## src/skii_pkg.sv

```systemverilog
// ----------------------------------------------------------------------------
// skii_pkg: shared types and constants
// Key layout, status codes and the controller/datapath command structs.
// ----------------------------------------------------------------------------
`default_nettype none
package skii_pkg;
   localparam int unsigned DEPTH = 256;
   localparam int unsigned KEY_BYTES = 50;
   localparam int unsigned KEY_WIDTH = 400;
   localparam int unsigned IDX_WIDTH = $clog2(DEPTH);
   localparam int unsigned CNT_WIDTH = IDX_WIDTH + 1;
   localparam int unsigned LOC_WIDTH = 32;

   typedef enum logic [1:0] {
      STATUS_INSERTED = 2'd0,
      STATUS_PRESENT  = 2'd1,
      STATUS_FULL     = 2'd2
   } status_type;

   // Mask that keeps key bytes below KEY_BYTES; byte 0 is the top byte.
   function automatic logic [KEY_WIDTH-1:0] key_mask();
      logic [KEY_WIDTH-1:0] m;
      m = '0;
      for (int b = 0; b < 50; b++) begin
         if (b < KEY_BYTES) begin
            m[KEY_WIDTH-1-8*b -: 8] = 8'hFF;
         end
      end
      return m;
   endfunction

   typedef struct packed {
      logic load;      // capture the request and set the search bounds to the whole table
      logic rd;        // issue a read at probe address
      logic rd_shift;  // issue a read at shift address
      logic cmp;       // compare read data and narrow bounds
      logic chk;       // issue a read at lo for the duplicate check
      logic wr_shift;  // write read data one slot up, step shift address down
      logic wr_new;    // write the new entry at lo
   } cmd_type;

   typedef struct packed {
      logic search_done;
      logic lo_in_range;
      logic match;
      logic full;
      logic shift_done;
   } sts_type;
endpackage
`default_nettype wire

```

## src/skii_controller.sv

```systemverilog
// ----------------------------------------------------------------------------
// skii_controller: sequencing state machine
// Steps through search, duplicate check, shift and write for one request.
// ----------------------------------------------------------------------------
`default_nettype none
module skii_controller (
   input  wire logic               clock,
   input  wire logic               reset,
   input  wire logic               req_valid,
   output logic                    req_ready,
   output logic                    rsp_valid,
   input  wire logic               rsp_ready,
   output skii_pkg::cmd_type       cmd,
   input  wire skii_pkg::sts_type  sts,
   output skii_pkg::status_type    status_out
);
   typedef enum logic [7:0] {
      S_IDLE   = 8'b0000_0001,
      S_SRCH   = 8'b0000_0010,
      S_CMP    = 8'b0000_0100,
      S_CHKRD  = 8'b0000_1000,
      S_CHK    = 8'b0001_0000,
      S_SHRD   = 8'b0010_0000,
      S_SHWR   = 8'b0100_0000,
      S_RESP   = 8'b1000_0000
   } state_type;

   state_type state_ff, state_in;
   skii_pkg::status_type status_ff, status_in;

   always_comb begin
      state_in = state_ff;
      status_in = status_ff;
      cmd = '0;
      req_ready = 1'b0;
      unique case (state_ff)
         S_IDLE: begin
            req_ready = 1'b1;
            if (req_valid) begin
               cmd.load = 1'b1;
               state_in = S_SRCH;
            end
         end
         S_SRCH: begin
            if (sts.search_done) begin
               if (sts.lo_in_range) begin
                  // The equality check needs a registered read at lo.
                  cmd.chk = 1'b1;
                  state_in = S_CHKRD;
               end else if (sts.full) begin
                  status_in = skii_pkg::STATUS_FULL;
                  state_in = S_RESP;
               end else begin
                  state_in = S_SHRD;
               end
            end else begin
               cmd.rd = 1'b1;
               state_in = S_CMP;
            end
         end
         S_CMP: begin
            cmd.cmp = 1'b1;
            state_in = S_SRCH;
         end
         S_CHKRD: begin
            // The entry at lo is in the read register from here on.
            state_in = S_CHK;
         end
         S_CHK: begin
            if (sts.match) begin
               status_in = skii_pkg::STATUS_PRESENT;
               state_in = S_RESP;
            end else if (sts.full) begin
               status_in = skii_pkg::STATUS_FULL;
               state_in = S_RESP;
            end else begin
               state_in = S_SHRD;
            end
         end
         S_SHRD: begin
            if (sts.shift_done) begin
               cmd.wr_new = 1'b1;
               status_in = skii_pkg::STATUS_INSERTED;
               state_in = S_RESP;
            end else begin
               cmd.rd_shift = 1'b1;
               state_in = S_SHWR;
            end
         end
         S_SHWR: begin
            cmd.wr_shift = 1'b1;
            state_in = S_SHRD;
         end
         S_RESP: begin
            if (rsp_ready) state_in = S_IDLE;
         end
         default: state_in = S_IDLE;
      endcase
   end

   always_ff @(posedge clock) begin
      if (reset) begin
         state_ff <= S_IDLE;
         status_ff <= skii_pkg::STATUS_INSERTED;
      end else begin
         state_ff <= state_in;
         status_ff <= status_in;
      end
   end

   assign rsp_valid = (state_ff == S_RESP);
   assign status_out = status_ff;
endmodule
`default_nettype wire

```

## config.mk

```make
export PLATFORM = sky130hd
export DESIGN_NAME = skii_controller
export DESIGN_NICKNAME = d
export VERILOG_FILES = /design/src/skii_pkg.sv /design/src/skii_controller.sv
export SDC_FILE = /design/constraint.sdc
export NUM_CORES = 1
export LEC_CHECK = 0
export BUFFER_PORTS_ARGS = -buffer_cell sky130_fd_sc_hd__buf_2
export CORE_AREA = 4 4 47 49
export CTS_CLUSTER_DIAMETER = 120
export DETAILED_ROUTE_END_ITERATION = 8
export DIE_AREA = 0 0 51 53
export GPL_ROUTABILITY_DRIVEN = 1
export GPL_TIMING_DRIVEN = 0
export PLACE_DENSITY = 0.66
export SLEW_MARGIN = 20
export SYNTH_ARGS = -nofsm -noshare
export SYNTH_HDL_FRONTEND = slang
export SYNTH_SLANG_ARGS = --single-unit
export TNS_END_PERCENT = 10
```

## constraint.sdc

```tcl
create_clock -name clock -period 2.5 [get_ports clock]
set_clock_uncertainty 0.2 [all_clocks]
set_input_delay 0.25 -clock clock [delete_from_list [all_inputs] [get_ports clock]]
set_output_delay 0.25 -clock clock [all_outputs]
set_load 0.1 [all_outputs]
```

==> impl_summary.log, run 1 <==
INFO  metric run_status = completed
INFO  metric clk_pin_slew = 0.07 ns
INFO  metric crit_required = ~2.1 ns
INFO  metric groute.usage.overall = 0.147
INFO  metric finalCriticalPeriod = around 2.5 ns
INFO  metric cts_htree_levels = 1
INFO  metric max_slew_margin = 0.683
INFO  metric clk-insertion-delay-late = 0.27 ns
INFO  metric postCtsSetupRepairBufs = 0
INFO  metric antenna_cells = 0
INFO  metric final_min_period_over_clock_period = 0.993
INFO  metric layout-drive-gt1-share = 0.343
INFO  metric final_core_util = 0.496
INFO  metric yosys.cell_types.count = 33
INFO  metric design.portCount = 20
INFO  metric finalPower = 451 uW
INFO  metric finish.net_count = approximately 120
INFO  metric worst_path_fanout_max = 9
INFO  metric port_buffers = 18
INFO  metric post_route_antenna_net_violation_count = 0
INFO  metric post-route-worst-setup-slack = 0.0167 ns
INFO  metric fmaxAchievable = between 400 and 500 MHz
INFO  metric setup_viol = 0
INFO  metric crit_arrival = between 2 and 2.5 ns
INFO  metric die_width = 51 um
INFO  metric drt-total-wl = 1.70 mm
INFO  metric synth_top_area_cells = dfxtp_1 (29%), nor4_1 (5.5%), o211ai_1 (5.5%)
INFO  metric synth_edf_count = 0
INFO  metric vias_per_cell = 5.39
INFO  metric critical_path.endpoint_type = primary output
INFO  metric area.growth.synth_to_final = 34.2%
INFO  metric postSynthAreaPerCell = between 8 and 9 um^2
INFO  metric area_fraction_of_the_dominant_cell_type_after_synthesis = 0.291
INFO  metric power_density = 488 mW/mm^2
INFO  metric die_height = 53 um
INFO  metric post_synth_inst_count = 85
INFO  metric synthFlopType = dfxtp_1
INFO  metric p_leak = roughly 0.39 nW
INFO  metric initial_utilization = 0.370
INFO  metric synthesis.area = between 600 and 700 um^2
INFO  metric vdd.ir_drop.worst = between 0.0002 and 0.0003 V
INFO  metric post_drt_wl_per_cell = 12.6 um
INFO  metric finalNonFillerCells = 135
INFO  metric cts_inserted_buffers = 3
INFO  metric dr.first_iter.drc_count = 18
INFO  metric postSynthNetCount = 94
INFO  metric num_rows = 16
INFO  metric core = 0.00186 mm^2
INFO  metric worst_hold_path_type = in2reg
INFO  metric globalRouteOverflowTotal = 0
INFO  metric transition_time_of_the_tightest_slew_check_pin = 0.471 ns
INFO  metric dp_slack = 0.139 ns
INFO  metric cts_tree = done
INFO  metric grt_pass1_wl = 2.84 mm
INFO  metric cts_max_path_buffers = 2
INFO  metric via_count = between 700 and 800
INFO  metric maxCapViolCount = 0
INFO  metric synth-warning-count = 0
INFO  metric vias_in_the_first_global_route = 657
INFO  metric rsz0062_at_grt = yes
INFO  metric synth-seq-cells = 10
INFO  metric setup.worst_path.class = reg2out
INFO  metric synth_area_leader_cell = dfxtp_1
INFO  metric final_max_slew_viol_count = 0
INFO  metric gp_congestion = ~0.77
INFO  metric drt_pre_antenna_iters = 4
INFO  metric placed_cells_incl_taps = 130
INFO  metric critical_path.startpoint_type = flop
INFO  metric fraction_of_the_yosys_area_taken_by_sequential_cells = 0.291
INFO  metric hpwlAfterDp = between 1 and 1.5 mm
INFO  metric async_reset_ff_frac = 0
INFO  metric ctsRootBufferMaster = clkbuf_4
INFO  metric report.final.hold_viol_count = 0
INFO  metric clkSinkCount = 10
INFO  metric grt_antenna_before_repair = 0
INFO  metric maximum_number_of_pins_on_one_net_before_global_route_repair = 11
INFO  metric route.detailed.drc = 0
INFO  metric fp.dieArea = 0.00270 mm^2
[Yosys cell counts (2+ instances only)]
cell type   n
a21oi_1     5
and3_1      3
and3b_1     2
buf_6       2
clkbuf_1    4
dfxtp_1    10
inv_1       3
nand2_1     5
nand2b_1    3
nand4b_1    3
nor2_1      7
nor3_1      6
nor4_1      6
o211ai_1    5
or3_1       2
or3_4       2
[final cells by class]
cell class                      instances  area (um^2)
Timing Repair Buffer                   19          131
Fill cell                             186          938
Buffer                                  7         42.5
Multi-Input combinational cell         65          468
Clock buffer                            4         36.3
Sequential cell                        10          200
Inverter                                3         11.3
Tap cell                               27         33.8
[repair_timing]
item                                    4_1_cts  5_1_grt
gates resized for setup                       8        3
hold endpoints to repair                      1        0
pin swaps                                     0        0
endpoints found under the setup margin        5        6
hold buffers                                  1        0
[stage by stage]
stage	hold slack, ns	setup TNS, ns	instance area [um^2]
2_1_floorplan	0.129	-0.907	719
3_3_place_gp	0.239	0	843
3_5_place_dp	0.243	0	843
4_1_cts	0.0423	0	913
5_1_grt	0.0512	-0.229	923
6_report	0.0510	0	923
[state kept, by name, indices dropped and copies added (netlist names)]
name,flops
state_ff,8
status_out,2
[cell families (layout without fill, tap and decap cells)]
family	Yosys count	in the layout	synth area share
AO/OA/AOI/OAI	16	16	0.155
XOR/XNOR	2	2	0.0255
buffers and inverters	10	33	0.0782
flip-flops	10	10	0.291
AND/OR/NAND/NOR	47	47	0.451
[report_power, final]
group	leakage [nW]	switching (mW)	total (mW)	internal, mW
clock	0.0210	0.0648	0.153	0.0886
sequential	0.0810	0.00430	0.168	0.163
combinational	0.284	0.0896	0.130	0.0399
[critical path, cell delays in order, from the launching register on]
cell and delay (ns):
dfxtp_1 0.30, clkbuf_1 0.17, or3_1 0.49, or3_4 0.44, nor2_2 0.13, buf_6 0.23
[placed cells by master, fill, tap and decap left out, types with 2 or more instances in the layout]
master	instances
buf_2	14
dfxtp_1	10
buf_6	7
nor3_1	6
nand2_1	5
nor4_1	5
o211ai_1	5
a21oi_1	5
clkbuf_1	4
nor2_1	4
nor2_2	3
nand4b_1	3
inv_1	3
nor4_4	3
and3_1	3
nand2b_1	3
clkbuf_4	3
or3_4	2
or3_1	2
and3b_1	2
[per-layer routing]
| metal | vias up | share of wire | GRT usage |
|---|---|---|---|
| met5 | - | 0 | 0 |
| met1 | 334 | 0.43 | 0.174 |
| met2 | 25 | 0.48 | 0.227 |
| met4 | 0 | 0.028 | 0.108 |
| met3 | 4 | 0.060 | 0.0366 |
| li1 | 365 | - | - |
[worst paths after layout]
kind	startpoint	end	slack, ns	depth (start not counted)
worst min register to register	status_out[1]	status_out[1]	0.25	2
worst min-delay path	sts[2]	status_out[0]	0.05	2
worst max-delay path	state_ff[3]	cmd[2]	0.02	5
worst max register to register	state_ff[3]	status_out[0]	0.56	5
Note: power is estimated with default switching activity, not from simulation.
==> inputs of run 2 (changes only) <==
- REMOVE_ABC_BUFFERS: unset -> 1
==> impl_summary.log, run 2 (synthesized netlist as in run 1, its figures left out) <==
INFO  metric final_design_area_no_fill = 855 um^2 (-7.5%)
INFO  metric antenna_cells = 0 (unchanged)
INFO  metric min-delay-start = sts[3]
INFO  metric hold_path_end = state_ff[3]
INFO  metric post_route_antenna_net_violation_count = 0 (unchanged)
INFO  metric finalCriticalPeriod = 2.41 ns (-0.0776 ns)
INFO  metric core = 0.00186 mm^2 (unchanged)
INFO  metric critical_path.endpoint_type = primary output
INFO  metric gp_congestion = 0.823 (+6.2%)
INFO  metric r2r_end = status_out[0]
INFO  metric via_count = 712 (-2.2%)
INFO  metric rr_worst_depth = 4 (-1)
INFO  metric cts_tree = done
INFO  metric finalPower = 436 uW (-3.3%)
INFO  metric die_height = 53 um (unchanged)
INFO  metric maximum_number_of_pins_on_one_net_before_global_route_repair = 11 (unchanged)
INFO  metric die_width = 51 um (unchanged)
INFO  metric globalRouteOverflowTotal = 0 (unchanged)
INFO  metric final_min_period_over_clock_period = 0.962 (-0.0310)
INFO  metric cp_slowest_cell = or3_4
INFO  metric num_rows = 16 (unchanged)
INFO  metric clk_pin_slew = 0.07 ns (about the same)
INFO  metric cpLargestDelayFamily = simple AND/OR/NAND/NOR gates
INFO  metric post_drt_wl_per_cell = 12.9 um (+2.7%)
INFO  metric grt_antenna_before_repair = 0 (unchanged)
INFO  metric beginning_of_the_worst_register_to_register_path = state_ff[4]
INFO  metric worstPathCellList = or3_4, or3_4, nor2_4, buf_4
INFO  metric p_leak = 0.362 nW (-6.0%)
INFO  metric crit_required = 2.05 ns (about the same)
INFO  metric dr.first_iter.drc_count = 26 (+8)
INFO  metric initial_utilization = 0.370 (unchanged)
INFO  metric hpwlAfterDp = 1.28 mm (-2.5%)
INFO  metric design.portCount = 20 (unchanged)
INFO  metric groute.usage.overall = 0.141 (-0.00579)
INFO  metric sequential_cell_area = 200 um^2 (unchanged)
INFO  metric vdd.ir_drop.worst = 0.000198 V (-34%)
INFO  metric setup.worst_path.class = reg2out
INFO  metric clkSinkCount = 10 (unchanged)
INFO  metric run_status = completed
INFO  metric final_cell_mix = buf_2 (13), dfxtp_1 (10), nor2_1 (6), nor4_1 (6), nor3_1 (6)
INFO  metric critPathMaxStageDelay = 0.47 ns (-0.02 ns)
INFO  metric cts_max_path_buffers = 2 (unchanged)
INFO  metric vias_in_the_first_global_route = 659 (+0.30%)
INFO  metric fillers = 200 (+7.5%)
INFO  metric flip_flop_count_of_the_largest_register_after_layout = 8 (unchanged)
INFO  metric drt_pre_antenna_iters = 4 (unchanged)
INFO  metric area_taken_by_multi_input_logic_gates = 445 um^2 (-4.8%)
INFO  metric fp.dieArea = 0.00270 mm^2 (unchanged)
INFO  metric transition_time_of_the_tightest_slew_check_pin = 0.486 ns (+0.0149 ns)
INFO  metric cts_htree_levels = 1 (unchanged)
INFO  metric vias_per_cell = 5.52 (+2.4%)
INFO  metric setup_viol = 0 (unchanged)
INFO  metric cts_inserted_buffers = 3 (unchanged)
INFO  metric clk-insertion-delay-late = 0.27 ns (about the same)
INFO  metric crit_arrival = 1.96 ns (-0.07 ns)
INFO  metric report.final.hold_viol_count = 0 (unchanged)
INFO  metric area.growth.synth_to_final = 24.2%
INFO  metric final_max_slew_viol_count = 0 (unchanged)
INFO  metric maxCapViolCount = 0 (unchanged)
INFO  metric power_density = 510 mW/mm^2 (+4.5%)
INFO  metric critical_path.startpoint_type = flop
INFO  metric ctsRootBufferMaster = clkbuf_4
INFO  metric fmaxAchievable = 416 MHz (+3.2%)
INFO  metric grt_pass1_wl = 2.90 mm (+2.2%)
INFO  metric layout-drive-gt1-share = 0.324 (-0.0191)
INFO  metric regToRegSetupSlack = 0.58 ns (+0.02 ns)
INFO  metric port_buffers = 19 (+1)
INFO  metric rsz0062_at_grt = no
INFO  metric largest-register = state_ff
INFO  metric worst_hold_path_type = in2reg
INFO  metric cp.buffers_inverters = 1 (-1)
INFO  metric finish.net_count = 112 (-5.1%)
INFO  metric max_slew_margin = 0.678 (-0.00479)
INFO  metric whs_path_depth = 3 (+1)
INFO  metric drt-total-wl = 1.67 mm (-1.8%)
INFO  metric layout.cells.most_common = buf_2
INFO  metric critPathMostFrequentCell = or3_4
INFO  metric worst_path_fanout_max = 9 (unchanged)
INFO  metric route.detailed.drc = 0 (unchanged)
INFO  metric post_dp_cell_area = 774 um^2 (-8.2%)
[run 2: report_power, final]
part / internal [mW] / leakage (nW) / switching [mW]
sequential: 0.163 / 0.0810 / 0.00935
combinational: 0.0361 / 0.260 / 0.0802
clock: 0.0885 / 0.0210 / 0.0581
[run 2: area by class of cell]
class	count	area share
clock buffers	4	0.0425
inverters	3	0.0132
multi-input cells	65	0.521
flip-flops and latches	10	0.234
well taps	27	0.0395
repair buffers	20	0.149
[run 2: worst max path at each step]
stage | startpoint | endpoint | cells after the start
after detailed placement | state_ff[4] | cmd[2] | 4
after global placement | state_ff[4] | cmd[5] | 4
after floorplan | state_ff[4] | state_ff[1] | 3
after global routing | state_ff[4] | cmd[2] | 4
final | state_ff[4] | cmd[5] | 4
after CTS | state_ff[4] | cmd[3] | 3
[run 2: layer usage]
layer	share of wire	GRT usage	vias up
met1	0.46	0.195	335
met2	0.45	0.217	26
met4	0.013	0.0404	0
met3	0.075	0.0310	4
li1	-	-	347
met5	0	0	-
[run 2: worst register-to-register path: stages (launching register included)]
cell and delay, ns:
dfxtp_1 0.51, or4b_2 0.64, nor2_1 0.17, o21ai_1 0.10, a32o_1 0.21
[run 2: repair_timing]
item                                    4_1_cts  5_1_grt
endpoints found under the setup margin        4        5
setup buffers                                 0        0
hold endpoints to repair                      1        0
gates resized for setup                       4        9
hold buffers                                  1        0
[run 2: stage by stage]
step           hold slack [ns]  setup slack (ns)  instances  TNS, ns   util
2_1_floorplan            0.119             -1.93         78    -6.37      -
3_3_place_gp             0.248             0.251        124        0  0.416
3_5_place_dp             0.244             0.241        124        0  0.416
4_1_cts                 0.0472            0.0176        129        0  0.446
5_1_grt                 0.0476            0.0130        129        0  0.459
6_report                0.0522            0.0943        129        0  0.459
